### src/rtl/mlcd_fmt_pkg.sv
// Shared types and codes for the memory LCD SPI frame formatter.
`timescale 1ns / 1ps

package mlcd_fmt_pkg;

    // Operation codes carried on the input tuser.
    typedef enum logic [2:0] {
        OP_CLEAR   = 3'd0,
        OP_REFRESH = 3'd1,
        OP_HEADER  = 3'd2,
        OP_DATA    = 3'd3,
        OP_FINISH  = 3'd4
    } t_op;

    // Configuration register indexes.
    localparam logic [1:0] REG_VCOM_MASK  = 2'd0;
    localparam logic [1:0] REG_CLEAR_MASK = 2'd1;
    localparam logic [1:0] REG_WRITE_MASK = 2'd2;
    localparam logic [1:0] REG_LINE_BYTES = 2'd3;

    localparam logic [7:0] RST_VCOM_MASK  = 8'h40;
    localparam logic [7:0] RST_CLEAR_MASK = 8'h20;
    localparam logic [7:0] RST_WRITE_MASK = 8'h80;
    localparam logic [7:0] RST_LINE_BYTES = 8'd16;

    typedef struct packed {
        logic [7:0] vcom_mask;
        logic [7:0] clear_mask;
        logic [7:0] write_mask;
        logic [7:0] line_bytes;
    } t_cfg;

    typedef struct packed {
        logic       vcom_phase;
        logic       updating;
        logic       line_open;
        logic [7:0] bytes_in_line;
    } t_state;

    // One result item.
    typedef struct packed {
        logic [7:0] spi_byte;
        logic       frame_end;
        logic       run_last;
        logic       error;
    } t_res;

    // Decoder output: one or two results plus the next state.
    typedef struct packed {
        logic   two;
        t_res   res0;
        t_res   res1;
        t_state nxt;
    } t_dec;

endpackage

### src/rtl/mlcd_fmt_decode.sv
// Combinational decode of one item into its SPI bytes and next state.
`timescale 1ns / 1ps

module mlcd_fmt_decode (
    input  logic [2:0]          i_op,
    input  logic [7:0]          i_line_number,
    input  logic [7:0]          i_pixel_byte,
    input  mlcd_fmt_pkg::t_cfg   i_cfg,
    input  mlcd_fmt_pkg::t_state i_state,
    output mlcd_fmt_pkg::t_dec   o_dec
);

    // Bit reversal: line LSB goes out first on an MSB-first shifter.
    function automatic logic [7:0] flip8(input logic [7:0] v);
        logic [7:0] r;
        r = ((v & 8'haa) >> 1) | ((v & 8'h55) << 1);
        r = ((r & 8'hcc) >> 2) | ((r & 8'h33) << 2);
        r = ((r & 8'hf0) >> 4) | ((r & 8'h0f) << 4);
        return r;
    endfunction

    logic       vc_new;
    logic [7:0] vc;

    assign vc_new = ~i_state.vcom_phase;
    assign vc     = vc_new ? i_cfg.vcom_mask : 8'h00;

    always_comb begin
        o_dec      = '0;
        o_dec.nxt  = i_state;
        // default: single rejected result
        o_dec.res0 = '{spi_byte: 8'h00, frame_end: 1'b0, run_last: 1'b1, error: 1'b1};
        case (i_op)
            mlcd_fmt_pkg::OP_CLEAR, mlcd_fmt_pkg::OP_REFRESH: begin
                if (!i_state.updating) begin
                    o_dec.two            = 1'b1;
                    o_dec.nxt.vcom_phase = vc_new;
                    o_dec.res0.spi_byte  = vc | ((i_op == mlcd_fmt_pkg::OP_CLEAR) ?
                                                 i_cfg.clear_mask : 8'h00);
                    o_dec.res0.run_last  = 1'b0;
                    o_dec.res0.error     = 1'b0;
                    o_dec.res1 = '{spi_byte: 8'h00, frame_end: 1'b1, run_last: 1'b1,
                                   error: 1'b0};
                end
            end
            mlcd_fmt_pkg::OP_HEADER: begin
                if (i_line_number != 8'h00) begin
                    o_dec.two = 1'b1;
                    if (!i_state.updating) begin
                        o_dec.nxt.vcom_phase = vc_new;
                        o_dec.nxt.updating   = 1'b1;
                        o_dec.res0.spi_byte  = vc | i_cfg.write_mask;
                    end else begin
                        o_dec.res0.spi_byte  = 8'h00;
                    end
                    o_dec.nxt.line_open     = 1'b1;
                    o_dec.nxt.bytes_in_line = 8'h00;
                    o_dec.res0.run_last     = 1'b0;
                    o_dec.res0.error        = 1'b0;
                    o_dec.res1 = '{spi_byte: flip8(i_line_number), frame_end: 1'b0,
                                   run_last: 1'b1, error: 1'b0};
                end
            end
            mlcd_fmt_pkg::OP_DATA: begin
                if (i_state.updating && i_state.line_open &&
                    (i_state.bytes_in_line < i_cfg.line_bytes)) begin
                    o_dec.nxt.bytes_in_line = i_state.bytes_in_line + 8'd1;
                    o_dec.res0.spi_byte     = i_pixel_byte;
                    o_dec.res0.error        = 1'b0;
                end
            end
            mlcd_fmt_pkg::OP_FINISH: begin
                if (i_state.updating) begin
                    o_dec.two               = 1'b1;
                    o_dec.nxt.updating      = 1'b0;
                    o_dec.nxt.line_open     = 1'b0;
                    o_dec.nxt.bytes_in_line = 8'h00;
                    o_dec.res0.run_last     = 1'b0;
                    o_dec.res0.error        = 1'b0;
                    o_dec.res1 = '{spi_byte: 8'h00, frame_end: 1'b1, run_last: 1'b1,
                                   error: 1'b0};
                end
            end
            default: ;
        endcase
    end

endmodule

### src/rtl/memory_lcd_spi_frame_formatter_core.sv
// Top level of the memory LCD SPI frame formatter.
`timescale 1ns / 1ps
//
// Turns display operations (clear, refresh, line header, data byte, finish)
// into the byte stream for a memory LCD, with a chip-select end mark.
// Input channel s_axis: tuser = op, tdata = line_number, pixel_byte.
// Output channel m_axis: tdata = spi_byte, tlast = frame_end,
// tuser = run_last, error. An error item carries spi_byte 0 and is not sent.
// Config port: write i_cfg_data to register i_cfg_idx when i_cfg_we is high;
// only while the block is idle.
// An accepted item is held in the input register and decoded from there;
// its results enter the result queue, whose head drives m_axis.
// Throughput: while m_axis_tready is high, the output port moves one byte per
// cycle, so data bytes and rejected items run at one item per cycle; a
// two-byte item (command, header, finish) moves on only when the queue will
// be empty after the pop. A two-entry result queue behind the decoder sets these rates.
// Reset (synchronous, active low) restores the register defaults, clears
// the VCOM phase and update state, and empties both stages.
// When the receiver stalls, the queue fills and s_axis_tready drops once
// the input register holds an item that will not fit.
//

module memory_lcd_spi_frame_formatter_core (
    input  logic        i_clk,
    input  logic        i_rst_n,
    // input items
    input  logic        s_axis_tvalid,
    output logic        s_axis_tready,
    input  logic [15:0] s_axis_tdata,   // [7:0] line_number, [15:8] pixel_byte
    input  logic [2:0]  s_axis_tuser,   // [2:0] op
    // result items
    output logic        m_axis_tvalid,
    input  logic        m_axis_tready,
    output logic [7:0]  m_axis_tdata,   // [7:0] spi_byte
    output logic        m_axis_tlast,   // frame_end
    output logic [1:0]  m_axis_tuser,   // [0] run_last, [1] error
    // configuration writes
    input  logic        i_cfg_we,
    input  logic [1:0]  i_cfg_idx,
    input  logic [7:0]  i_cfg_data
);

    // Configuration registers
    mlcd_fmt_pkg::t_cfg r_cfg;

    always_ff @(posedge i_clk) begin
        if (!i_rst_n) begin
            r_cfg.vcom_mask  <= mlcd_fmt_pkg::RST_VCOM_MASK;
            r_cfg.clear_mask <= mlcd_fmt_pkg::RST_CLEAR_MASK;
            r_cfg.write_mask <= mlcd_fmt_pkg::RST_WRITE_MASK;
            r_cfg.line_bytes <= mlcd_fmt_pkg::RST_LINE_BYTES;
        end else if (i_cfg_we) begin
            case (i_cfg_idx)
                mlcd_fmt_pkg::REG_VCOM_MASK:  r_cfg.vcom_mask  <= i_cfg_data;
                mlcd_fmt_pkg::REG_CLEAR_MASK: r_cfg.clear_mask <= i_cfg_data;
                mlcd_fmt_pkg::REG_WRITE_MASK: r_cfg.write_mask <= i_cfg_data;
                mlcd_fmt_pkg::REG_LINE_BYTES: r_cfg.line_bytes <= i_cfg_data;
                default: ;
            endcase
        end
    end

    // Input register
    logic       r_in_valid;
    logic [2:0] r_op;
    logic [7:0] r_line;
    logic [7:0] r_pix;

    // Protocol state, updated when an item leaves the input register
    mlcd_fmt_pkg::t_state r_st;
    mlcd_fmt_pkg::t_dec   dec;

    // Two-entry result queue, head at index 0
    mlcd_fmt_pkg::t_res r_q [2];
    mlcd_fmt_pkg::t_res n_q [2];
    logic [1:0]         r_cnt;
    logic [1:0]         n_cnt;
    logic [1:0]         cnt_after;
    logic               pop;
    logic               move;
    logic               in_fire;

    mlcd_fmt_decode u_dec (
        .i_op          (r_op),
        .i_line_number (r_line),
        .i_pixel_byte  (r_pix),
        .i_cfg         (r_cfg),
        .i_state       (r_st),
        .o_dec         (dec)
    );

    assign pop       = m_axis_tvalid && m_axis_tready;
    assign cnt_after = r_cnt - {1'b0, pop};
    // two results need an empty queue, one needs a free slot
    assign move      = r_in_valid && (dec.two ? (cnt_after == 2'd0) : (cnt_after != 2'd2));
    assign s_axis_tready = !r_in_valid || move;
    assign in_fire   = s_axis_tvalid && s_axis_tready;

    always_comb begin
        n_q[0] = pop ? r_q[1] : r_q[0];
        n_q[1] = r_q[1];
        for (int k = 0; k < 2; k++) begin
            if (move && (cnt_after == k[1:0])) begin
                n_q[k] = dec.res0;
            end else if (move && dec.two && (cnt_after + 2'd1 == k[1:0])) begin
                n_q[k] = dec.res1;
            end
        end
        n_cnt = cnt_after + (move ? (dec.two ? 2'd2 : 2'd1) : 2'd0);
    end

    always_ff @(posedge i_clk) begin
        if (!i_rst_n) begin
            r_in_valid <= 1'b0;
            r_cnt      <= 2'd0;
            r_st       <= '0;
        end else begin
            if (in_fire) begin
                r_in_valid <= 1'b1;
            end else if (move) begin
                r_in_valid <= 1'b0;
            end
            r_cnt <= n_cnt;
            if (move) begin
                r_st <= dec.nxt;
            end
        end
    end

    always_ff @(posedge i_clk) begin
        if (in_fire) begin
            r_op   <= s_axis_tuser;
            r_line <= s_axis_tdata[7:0];
            r_pix  <= s_axis_tdata[15:8];
        end
        r_q[0] <= n_q[0];
        r_q[1] <= n_q[1];
    end

    assign m_axis_tvalid = (r_cnt != 2'd0);
    assign m_axis_tdata  = r_q[0].spi_byte;
    assign m_axis_tlast  = r_q[0].frame_end;
    assign m_axis_tuser  = {r_q[0].error, r_q[0].run_last};

endmodule

### config.mk
export PLATFORM = sky130hd
export DESIGN_NAME = memory_lcd_spi_frame_formatter_core
export DESIGN_NICKNAME = d
export VERILOG_FILES = /design/src/rtl/mlcd_fmt_pkg.sv /design/src/rtl/mlcd_fmt_decode.sv /design/src/rtl/memory_lcd_spi_frame_formatter_core.sv
export SDC_FILE = /design/constraint.sdc
export NUM_CORES = 1
export LEC_CHECK = 0
export ABC_CLOCK_PERIOD_IN_PS = 2300
export BUFFER_PORTS_ARGS = -buffer_cell sky130_fd_sc_hd__clkbuf_2
export CORE_MARGIN = 5
export CORE_UTILIZATION = 35
export CTS_CLUSTER_SIZE = 25
export DETAILED_ROUTE_END_ITERATION = 8
export GPL_TIMING_DRIVEN = 0
export SLEW_MARGIN = 30
export SYNTH_ARGS = -nofsm -noshare
export SYNTH_HDL_FRONTEND = slang
export SYNTH_SLANG_ARGS = --single-unit
export TNS_END_PERCENT = 5
### constraint.sdc
create_clock -name i_clk -period 2.3 [get_ports i_clk]
set_input_delay 0.115 -clock i_clk [delete_from_list [all_inputs] [get_ports i_clk]]
set_output_delay 0.115 -clock i_clk [all_outputs]
set_load 0.01 [all_outputs]
Yosys cells after proc, flatten, opt, wreduce, memory -nomap -nowiden
Memories as Yosys holds them, arrays and structs flattened.
Cells that the tools add are included.
Storage, ports and cells
  output and inout port bits: 13
  bits in registers: 65
  input bits: 34
  memories: 1
  bits in writable memories: 22
Operators by class
  mux-type cells: 32
  equal/unequal tests: 15
  bitwise logic cells: 6
  add/sub/neg operators: 4
  reduce and logical (&&, ||, !) cells: 31
  magnitude comparators: 1
Memories
  r_q: words 2, bits a word 11, read ports 2, clocked after Yosys merged registers in 0, write ports 2, line memory_lcd_spi_frame_formatter_core.sv:74  | mlcd_fmt_pkg::t_res r_q [2];
Operator list (number)
  $mux 11: 5
  $pmux 8 s3: 2
  $mux 8: 5
  $pmux 11 s3: 1
  $mux 9: 3
  $mux 24: 1
  $or 8x8->8: 2
  $mux 14: 1
  $mux 13: 1
  $logic_and 1x1->1: 10
  $reduce_and 5->1: 2
  $add 8x1->8 const B: 1
  $lt 8x8->1: 1
  $ne 2x2->1 const B: 4
  $or 4x8->8: 1
  $or 6x8->8: 1
  $or 7x8->8: 1
  $reduce_and 2->1: 4
  $reduce_bool 2->1: 4
  $reduce_bool 8->1: 1
  $eq 2x1->1 const B: 3
  $eq 3x2->1 const B: 2
  $logic_not 2->1: 3
  $mux 2: 3
  20 further kinds: 27

Depth between registers and ports, before layout
Gate-level depths: netlist of the first run.
  depth after elaboration: 11
  mapped depth: 11
  mapped depth without buffers: 10

Cells and area by module
Synthesis of the first run repeated with hierarchy kept, for this count alone.
Unflattened totals
  cells, all modules: 409
  area, all modules: 4486.8 µm²
By module, submodules not included
  memory_lcd_spi_frame_formatter_core: area an instance 3490.8 µm², cells each 270, sequential area each 2152.1 µm², instances 1
  mlcd_fmt_decode: area an instance 996.0 µm², cells each 139, sequential area each 0.0 µm², instances 1

Worst setup path after synthesis of the first run
Ideal clock, no wire load.
  path type: flip-flop to flip-flop
  start: reg, netlist name r_cnt[1]
  end: mem r_q[0][11] in the netlist's numbering (enable)
  period minus slack after synthesis: 2.602 ns
  setup slack: -0.302 ns
  required time: 1.960 ns
  library setup time: 0.340 ns
  data arrival time: 2.262 ns
  cell stages (with the launch flop): 9
  cells stage by stage: dfxtp_1 or2_2 nand2_1 inv_1 ha_1 or2b_2 or3_1 clkbuf_1 nand2_1
RTL lines (line)
  end, declared: memory_lcd_spi_frame_formatter_core.sv:74

Worst setup path in the final report of the first run
  start: reg r_cnt[0]
  end: reg r_st[4] in the netlist's numbering
On the way
  word-level cells in the longest chain between the ends: 7
  elaborated cells between the ends (all ways): 8
  classes of those cells: 1 x add/sub; 1 x eq/ne; 1 x mux; 5 x reduce/logical
RTL lines
  start, declared: line memory_lcd_spi_frame_formatter_core.sv:76  | logic [1:0] r_cnt;
  start signal, assigned: line memory_lcd_spi_frame_formatter_core.sv:123  | r_cnt <= n_cnt;
  $reduce_bool 2->1: line memory_lcd_spi_frame_formatter_core.sv:140  | assign m_axis_tvalid = (r_cnt != 2'd0);
  $logic_and 1x1->1: line memory_lcd_spi_frame_formatter_core.sv:92  | assign pop = m_axis_tvalid && m_axis_tready;
  $sub 2x1->2 (*): line memory_lcd_spi_frame_formatter_core.sv:93  | assign cnt_after = r_cnt - {1'b0, pop};
  $ne 2x2->1 or $logic_not 2->1 (tied branches): line memory_lcd_spi_frame_formatter_core.sv:95  | assign move = r_in_valid && (dec.two ? (cnt_after == 2'd0) : (cnt_after != 2'd2));
  $mux 1 (*): line memory_lcd_spi_frame_formatter_core.sv:95
  $logic_and 1x1->1 (*): line memory_lcd_spi_frame_formatter_core.sv:95
  $reduce_and 5->1 (no source line) (*)
  end signal, assigned: line memory_lcd_spi_frame_formatter_core.sv:125  | r_st <= dec.nxt;
  end, declared: line memory_lcd_spi_frame_formatter_core.sv:70  | mlcd_fmt_pkg::t_state r_st;
Every way passes the cells marked *; elsewhere a longest branch is shown, timed or not.
A chain may end at the register's enable or synchronous reset.

==> results of run 1 <==
[flip-flops by register name, summed over array words and instances (netlist names)]
name,cells
r_cfg,32
r_cnt,2
r_in_valid,1
r_line,8
r_op,3
r_pix,8
r_q,22
r_st,11
[report_power, final]
| part | internal, mW | switching (mW) | leakage, nW |
|---|---|---|---|
| logic | 0.611 | 0.735 | 1.20 |
| registers | 1.91 | 0.104 | 0.766 |
| clock network | 0.872 | 0.582 | 0.146 |
[metrics by stage]
| step | power (mW) | utilization [%] |
|---|---|---|
| global route | 5.09 | 46.3 |
| detailed placement | 3.11 | 39.5 |
| finish | 4.81 | 46.3 |
| global placement | 3.09 | 39.5 |
| floorplan | 2.78 | - |
| CTS | 4.72 | 44.6 |
[area by class of cell]
cell class | count | area, µm² | share of cell area, %
sequential | 87 | 2140 | 40.4
multi-input combinational | 279 | 1920 | 36.3
timing repair buffer | 79 | 544 | 10.3
clock buffer | 11 | 243 | 4.59
tap | 143 | 179 | 3.39
buffer | 26 | 160 | 3.03
clock inverter | 5 | 55.1 | 1.04
inverter | 12 | 47.5 | 0.900
[timing repair]
| item | in CTS | in global routing |
|---|---|---|
| gates cloned | 0 | 0 |
| setup buffers | 5 | 10 |
| setup endpoints to repair | 70 | 70 |
| pin swaps | 11 | 20 |
| hold endpoints to repair | 19 | 0 |
| resized for setup | 16 | 28 |
| hold buffers | 19 | 0 |
[metal layers]
layer	vias to the layer above	share of wire, %	global-route usage, %
met5	-	0	0
met4	0	1.7	3.87
met3	15	6.1	4.61
met2	89	47	20.8
met1	1498	45	17.7
li1	1600	-	-
[synth_stat cells, types with 4 or more instances]
cell type	n	share of area [%]
nand2_1	85	7.8
dfxtp_1	48	24
edfxtp_1	39	29
o21ai_0	25	3.1
mux2i_1	18	4.4
nand2b_1	17	2.6
nor2b_1	17	2.6
a21boi_0	16	2.9
clkbuf_1	13	1.2
nor2_1	13	1.2
inv_1	12	1.1
a21oi_1	10	1.2
buf_4	10	1.8
ha_1	10	3.1
a222oi_1	8	2.0
nand3_1	6	0.74
nor3_1	4	0.49
or3_1	4	0.61
xor2_1	4	0.86
[cells by family (layout without fill, tap and decap cells)]
group / Yosys count / after routing
AND/OR/NAND/NOR: 168 / 168
flip-flops: 87 / 87
AO/OA/AOI/OAI: 78 / 78
buffers and inverters: 38 / 133
multiplexers: 18 / 18
adder cells (fa/ha/maj): 10 / 10
XOR/XNOR: 5 / 5
[worst max-delay path, cell delays in order (launching register included)]
cell      delay [ns]
dfxtp_2         0.32
or2_4           0.25
nand2_4         0.08
inv_4           0.03
ha_4            0.23
or2b_4          0.28
o31ai_4         0.25
o211ai_2        0.16
buf_6           0.16
or3_1           0.30
a21oi_1         0.13
[path summary, 6_finish.rpt]
| check | to | depth (start not counted) |
|---|---|---|
| hold / removal | r_in_valid | 3 |
| hold reg to reg | r_cfg[13] | 2 |
| setup / recovery | r_st[4] | 10 |
| setup reg to reg | r_st[4] | 10 |
==> impl_metrics.py, run 1 <==
metrics = {
    "status": {
        "status": "finished, final reports clean",
    },
    "floorplan": {
        "placementRows": 39,
        "io_pins": 47,
        "die-area_mm2": 0.0139,
        "fp.dieH_um": 118,
        "start_util_pct": 35.7,
        "core_area_mm2": 0.0114,
        "die_w_um": 118,
    },
    "synth": {
        "synth-xor-area-share_pct": 1.07,
        "synth_seq_area_share_pct": 52.3,
        "synth_edf_count": 39,
        "synthFlopType": "dfxtp_1",
        "ys_ff_latch": 87,
        "synth_fa_ha_area_share_pct": 3.07,
        "syn_area_mm2": 0.00408,
        "synth-warning-count": 0,
        "ys_types": 49,
        "synthSimpleGateAreaFrac_pct": 20.8,
        "synth-compound-area-share_pct": 13.6,
        "syn_avg_cell_area_um2": 10.1,
        "synthMuxAreaShare_pct": 4.42,
        "synth_top_family_by_area": "simple AND/OR/NAND/NOR gates",
        "synthesis.nets": 448,
        "syn-instance-count": 404,
        "async_flop_share_pct": 0,
    },
    "sta": {
        "hold_viol": 0,
        "finalWorstSetupSlack_ns": 0.0300,
        "timing.hold.ws_ns": 0.0241,
        "clock_skew_ns": 0.00680,
        "min_period_ns": 2.27,
        "worstMarginPinSlew_ns": 0.682,
        "setup_tns_ns": 0,
        "setup_violations": 0,
        "drv_slew": 0,
        "slew_headroom_pct": 54.5,
        "fmaxAchievable_mhz": 441,
        "rsz0062_at_grt": "yes",
        "post-route-period-util_pct": 98.7,
    },
    "placed_design": {
        "finalWeightedCongestion": 0.802,
        "dp_cells": 592,
        "port_buffers": 45,
        "place_area_mm2": 0.00451,
        "preCtsSetupSlack_ns": -0.482,
        "dp_hpwl_mm": 6.66,
    },
    "global_routing": {
        "grt_max_degree": 20,
        "antenna_found_initial": 0,
        "grt_pass1_vias": 3126,
        "grt_overflow": 0,
        "grt_pass1_wl_mm": 15.2,
        "gr-usage-all-layers_pct": 13.4,
    },
    "flow_run": {
        "cap_violations": 0,
    },
    "finish": {
        "finalNetCount": 538,
        "final_cell_mix": "81 x nand2_1, 46 x clkbuf_2, 45 x dfxtp_1, 39 x edfxtp_1, 25 x buf_4",
        "layout_commonest_cell": "nand2_1",
        "diodes": 0,
        "final_area_mm2": 0.00529,
        "syn2layout_area_growth_pct": 29.7,
        "drive_gt1_share_pct": 25.5,
        "finalNonFillerCells": 642,
        "fillers": 1091,
    },
    "pwr": {
        "p_leak_nw": 2.11,
        "irDropWorstVdd_mv": 0.520,
        "p_per_area_mw_per_mm2": 911,
    },
    "setup_path": {
        "worstSetupEndpointType": "register",
        "critPathLaunchType": "register",
        "timing.rr.start": "r_cnt[0]",
        "crit_required_ns": 2.57,
        "crit_path_start": "r_cnt[0]",
        "reg2reg_slack_ns": 0.03,
        "crit_fanout": 8,
        "path_class": "register to register",
        "worstPathArrival_ns": 2.54,
    },
    "clock_network": {
        "clk_pin_slew_ns": 0.06,
        "clockBufferDepth": 2,
        "cts_tree": "built",
        "clock_sinks": 87,
        "cts_root_buf": "clkbuf_16",
        "ctsHtreeMaxLevel": 3,
        "clock_latency_ns": 0.33,
        "cts_made_buffers": 9,
    },
    "route": {
        "first_pass_iters": 5,
        "wl_per_cell_um": 14.7,
        "viasPerCell": 4.99,
        "drt_iter0_drc": 157,
        "ant_nets": 0,
        "finalWirelength_mm": 9.41,
        "num_vias": 3202,
        "drcViolationCount": 0,
    },
    "min_path": {
        "min_from": "s_axis_tvalid",
        "hp-class": "primary input to register",
    },
}
(Power assumes the default switching activity.)
==> run 2: changes to the inputs <==
PLACE_DENSITY_LB_ADDON = 0.05   (was default)
==> impl_metrics.py, run 2 (synthesis gave the netlist of run 1 again) <==
metrics = {
    "pwr": {
        "seqPwrFrac_pct": 42.0,
        "p_per_area_mw_per_mm2": 903,
        "intPower_mw": 3.40,
        "irDropWorstVdd_mv": 0.716,
        "p_switching_mw": 1.38,
        "sw_frac_of_total_pct": 28.9,
        "pwr-share-clk_pct": 30.7,
        "p_leak_nw": 2.13,
        "p_comb_share_pct": 27.4,
    },
    "global_routing": {
        "grtUsageMet2_pct": 23.2,
        "gr-usage-all-layers_pct": 14.3,
        "grt_max_degree": 20,
        "busiest_layer": "met2",
        "grt_use_met3_pct": 4.90,
        "antenna_found_initial": 0,
        "grtUsageMet1_pct": 18.2,
        "grt_overflow": 0,
        "grt_pass1_vias": 3134,
        "grt_pass1_wl_mm": 15.8,
    },
    "route": {
        "num_vias": 3131,
        "ant_nets": 0,
        "wl_per_cell_um": 14.9,
        "viasPerCell": 4.83,
        "first_pass_iters": 7,
        "finalWirelength_mm": 9.68,
        "drt_iter0_drc": 183,
        "drcViolationCount": 0,
    },
    "setup_path": {
        "reg2reg_slack_ns": 0.07,
        "crit_required_ns": 2.57,
        "cp_cell_sequence": "or2_4 -> nand2_4 -> inv_2 -> ha_4 -> or2b_4 -> o31ai_4 -> o211ai_2 -> buf_6 -> or3_1 -> a21oi_1",
        "crit_path_start": "r_cnt[0]",
        "r2r_cells": 10,
        "worstPathArrival_ns": 2.50,
        "path_class": "register to register",
        "crit_path_max_incr_delay_ns": 0.31,
        "timing.rr.start": "r_cnt[0]",
        "worstSetupEndpointType": "register",
        "cp_slowest_cell": "dfxtp_1",
        "crit_fanout": 8,
        "reg2reg_to": "r_st[4]",
        "critPathLaunchType": "register",
    },
    "clock_network": {
        "clk_pin_slew_ns": 0.06,
        "cts_root_buf": "clkbuf_16",
        "clockBufferDepth": 2,
        "clock_latency_ns": 0.34,
        "clock_sinks": 87,
        "ctsHtreeMaxLevel": 3,
        "cts_made_buffers": 9,
        "cts_tree": "built",
    },
    "finish": {
        "final_area_mm2": 0.00529,
        "multiInputGateArea_mm2": 0.00188,
        "syn2layout_area_growth_pct": 29.8,
        "layout_commonest_cell": "nand2_1",
        "utilization_pct": 46.3,
        "finalNetCount": 544,
        "fillers": 1147,
        "largest_register_ffs": 32,
        "top_register": "r_cfg",
        "reg_top3": "r_cfg x32, r_q x22, r_st x11",
        "ff_latch_area_mm2": 0.00213,
        "drive_gt1_share_pct": 25.3,
        "diodes": 0,
        "final_cell_mix": "81 x nand2_1, 46 x clkbuf_2, 46 x dfxtp_1, 39 x edfxtp_1, 31 x buf_4",
    },
    "placed_design": {
        "dp_hpwl_mm": 6.89,
        "preCtsSetupSlack_ns": -0.478,
        "finalWeightedCongestion": 0.759,
        "place_area_mm2": 0.00452,
        "port_buffers": 45,
    },
    "sta": {
        "rsz0062_at_grt": "yes",
        "clock_skew_ns": 0.00771,
        "min_period_ns": 2.23,
        "fmaxAchievable_mhz": 448,
        "hold_viol": 0,
        "finalWorstSetupSlack_ns": 0.0689,
        "worstMarginPinSlew_ns": 0.730,
        "drv_slew": 0,
        "post-route-period-util_pct": 97.0,
        "setup_violations": 0,
        "slew_headroom_pct": 51.2,
    },
    "status": {
        "status": "finished, final reports clean",
    },
    "flow_run": {
        "cap_violations": 0,
    },
    "min_path": {
        "holdPathEnd": "r_cfg[8]",
        "min_from": "i_cfg_data[0]",
        "whs_path_depth": 3,
        "hp-class": "primary input to register",
    },
    "floorplan": {
        "placementRows": 39,
        "start_util_pct": 35.7,
        "core_area_mm2": 0.0114,
        "die-area_mm2": 0.0139,
        "io_pins": 47,
        "fp.dieH_um": 118,
        "die_w_um": 118,
    },
}
## run 2: layout make-up
cell class	count	area share, %
Tap cell	143	3.38
Multi-Input combinational cell	279	35.6
Clock buffer	12	4.85
Timing Repair Buffer	85	11.1
Buffer	26	3.03
Clock inverter	4	0.828
Sequential cell	87	40.3
Inverter	12	0.851
## run 2: worst max path at each step
stage / endpoint / slack [ns] / cells past startpoint
final: r_st[4] / 0.07 / 10
after global routing: r_q[0][17] / -0.05 / 10
after CTS: r_st[6] / -0.007 / 10
after detailed placement: r_q[0][4] / -0.48 / 8
after global placement: r_st[1] / -0.58 / 8
after floorplan: r_st[4] / -0.06 / 11
## run 2: metal layers
layer / vias up / wire [µm]
li1: 1615 / -
met2: 57 / 4640
met1: 1448 / 4470
met5: - / 0
met3: 11 / 450
met4: 0 / 114
## run 2: repair_timing
item | CTS | global route
pin swaps | 11 | 16
hold buffers | 20 | 0
setup endpoints to repair | 70 | 60
gates resized for setup | 17 | 23
hold endpoints to repair | 20 | 0
buffers inserted | 6 | 14
cloned | 0 | 0
## run 2: metrics by stage
stage	std cells	power (mW)	hold WS (ns)	TNS (ns)
after floorplan	404	2.78	0.214	-0.422
after global placement	592	3.11	0.293	-17.80
after detailed placement	592	3.12	0.294	-18.01
after CTS	634	4.76	0.0432	-0.00675
after global routing	648	5.07	0.0697	-0.342
final	648	4.78	0.0543	0
## run 2: critical path, delay by kind of cell (launching register included)
| family | cells | cell delay [ns] |
|---|---|---|
| flops | 1 | 0.31 |
| simple gates | 4 | 0.89 |
| buf+inv | 2 | 0.20 |
| fa+ha+maj | 1 | 0.23 |
| compound gates | 3 | 0.51 |
## run 2: power groups by stage
stage	Sequential (mW)	Clock (mW)	Combinational, mW
global placement	2.04	0	1.07
finish	2.01	1.47	1.31
global route	2.03	1.58	1.46
detailed placement	2.04	0	1.08
floorplan	2.01	0	0.765
CTS	2.01	1.52	1.24
==> run 3: changes to the inputs <==
ABC_AREA = 1   (was default)
CORE_UTILIZATION = 53   (was 35)
==> impl_metrics.py, run 3 <==
metrics = {
    "sta": {
        "slew_headroom_pct": 64.3,
        "clock_skew_ns": 0.00823,
        "timing.hold.ws_ns": 0.0345,
        "post-route-period-util_pct": 94.6,
        "fmaxAchievable_mhz": 460,
        "hold_viol": 0,
        "min_period_ns": 2.18,
        "setup_tns_ns": 0,
        "finalWorstSetupSlack_ns": 0.125,
        "drv_slew": 0,
        "worstMarginPinSlew_ns": 0.535,
        "setup_violations": 0,
    },
    "synth": {
        "ys_types": 39,
        "async_flop_share_pct": 0,
        "yosysMostFrequentCell": "nand2_1",
        "synth_seq_area_share_pct": 49.9,
        "synthFlopType": "dfxtp_1",
        "synth-warning-count": 0,
        "ys_ff_latch": 87,
        "synthesis.nets": 564,
        "synthTopCellsByArea": "edfxtp_1 27%, dfxtp_1 22%, nand2_1 12%",
        "syn-instance-count": 520,
        "synth_top_area_share_pct": 27.4,
        "synth_edf_count": 39,
        "yosys-top-cells-count": "132 x nand2_1, 52 x inv_1, 52 x nor2_1",
        "yosys.area.top_type": "edfxtp_1",
        "syn_avg_cell_area_um2": 8.21,
        "syn_area_mm2": 0.00427,
    },
    "route": {
        "viasPerCell": 5.16,
        "wl_per_cell_um": 13.5,
        "first_pass_iters": 5,
        "num_vias": 3651,
        "drt_iter0_drc": 151,
        "ant_nets": 0,
        "drcViolationCount": 0,
        "finalWirelength_mm": 9.56,
    },
    "setup_path": {
        "path_class": "register to register",
        "timing.rr.start": "r_cnt[1]",
        "worstSetupEndpointType": "register",
        "crit_fanout": 10,
        "r2r_cells": 8,
        "worstPathArrival_ns": 2.24,
        "reg2reg_to": "r_q[0][5]",
        "cp_slowest_cell": "dfxtp_1",
        "crit_path_max_incr_delay_ns": 0.34,
        "critPathLaunchType": "register",
        "crit_required_ns": 2.36,
        "reg2reg_slack_ns": 0.12,
        "cp_cell_sequence": "or2_2 -> nand2_2 -> inv_1 -> ha_1 -> xnor2_2 -> nand3_2 -> clkbuf_4 -> nand2_4",
    },
    "floorplan": {
        "die_w_um": 99.8,
        "placementRows": 32,
        "fp.dieH_um": 99.8,
        "start_util_pct": 54.7,
        "io_pins": 47,
        "core_area_mm2": 0.00781,
        "die-area_mm2": 0.00996,
    },
    "finish": {
        "utilization_pct": 65.1,
        "diodes": 0,
        "syn2layout_area_growth_pct": 19.1,
        "largest_register_ffs": 32,
        "fillers": 682,
        "multiInputGateArea_mm2": 0.00182,
        "drive_gt1_share_pct": 18.2,
        "final_cell_mix": "128 x nand2_1, 52 x nor2_1, 50 x inv_1, 48 x dfxtp_1",
        "ff_latch_area_mm2": 0.00213,
        "top_register": "r_cfg",
        "finalNetCount": 644,
        "layout_commonest_cell": "nand2_1",
        "reg_top3": "r_cfg x32, r_q x22, r_st x11",
    },
    "global_routing": {
        "antenna_found_initial": 0,
        "grt_pass1_wl_mm": 15.8,
        "grt_max_degree": 20,
        "gr-usage-all-layers_pct": 20.1,
        "grt_overflow": 0,
        "grt_pass1_vias": 3403,
    },
    "clock_network": {
        "clock_sinks": 87,
        "clock_latency_ns": 0.36,
        "clockBufferDepth": 2,
        "cts_root_buf": "clkbuf_8",
        "ctsHtreeMaxLevel": 3,
        "cts_made_buffers": 9,
        "cts_tree": "built",
        "clk_pin_slew_ns": 0.08,
    },
    "min_path": {
        "whs_path_depth": 3,
        "hp-class": "primary input to register",
        "min_from": "i_cfg_data[5]",
        "holdPathEnd": "r_cfg[21]",
    },
    "status": {
        "status": "finished, final reports clean",
    },
    "flow_run": {
        "cap_violations": 0,
    },
    "placed_design": {
        "port_buffers": 46,
        "preCtsSetupSlack_ns": -0.276,
        "finalWeightedCongestion": 0.911,
        "dp_hpwl_mm": 7.01,
    },
    "pwr": {
        "p_leak_nw": 2.21,
        "p_per_area_mw_per_mm2": 824,
        "irDropWorstVdd_mv": 0.486,
        "total_power_mw": 4.19,
    },
}
run 3: repair_timing:
action / CTS / global route
pin swaps: 3 / 1
endpoints found under the setup margin: 41 / 56
hold endpoints to repair: 19 / 0
hold buffers: 19 / 0
buffers inserted: 4 / 0
resized for setup: 6 / 7
run 3: cell families after synthesis:
logic type / share of synthesized area (%)
buf+inv: 8.29
simple gates: 26.4
fa+ha+maj: 2.93
xor+xnor: 0.820
flops: 49.9
compound gates: 11.7
run 3: power breakdown:
group	internal [mW]	switching, mW
combinational	0.474	0.784
clock	0.418	0.533
sequential	1.89	0.0949
run 3: worst max-delay path: cells and delay by family (launching register included):
family,cells,cell delay [ns]
buffers and inverters,2,0.32
and+or+nand+nor,4,0.78
adders and majority gates,1,0.20
DFF,1,0.34
xor gates and xnor gates,1,0.22
run 3: worst max-delay path by stage:
stage / slack, ns / to / cells after the start / from
3_3_place_gp: -0.25 / r_q[0][14] / 9 / r_cnt[1]
3_5_place_dp: -0.28 / r_q[0][5] / 8 / r_cnt[1]
4_1_cts: 0.03 / r_pix[0] / 10 / r_cnt[1]
5_1_grt: -0.007 / r_pix[3] / 10 / r_cnt[1]
6_report: 0.12 / r_q[0][5] / 8 / r_cnt[1]
2_1_floorplan: -0.01 / r_q[0][11] / 9 / r_cnt[1]
run 3: layer usage:
layer,vias up,global-route usage [%],wire length [µm]
met1,1692,26.3,4320
li1,1853,-,-
met3,15,5.07,452
met4,0,5.88,142
met2,91,32.9,4640
met5,-,0,0
run 3: through the flow:
step	area, µm²	cells
global route	5090	707
global placement	4630	668
detailed placement	4630	668
CTS	5060	707
floorplan	4280	520
finish	5090	707
run 3: area by class of cell:
type                    count  area share (%)
inverters                  59            4.50
flip-flops and latches     87            41.9
repair buffers             69            9.10
plain buffers              21            2.68
clock inverters             5           0.664
well taps                 102            2.51
multi-input cells         353            35.8
clock buffers              11            2.78
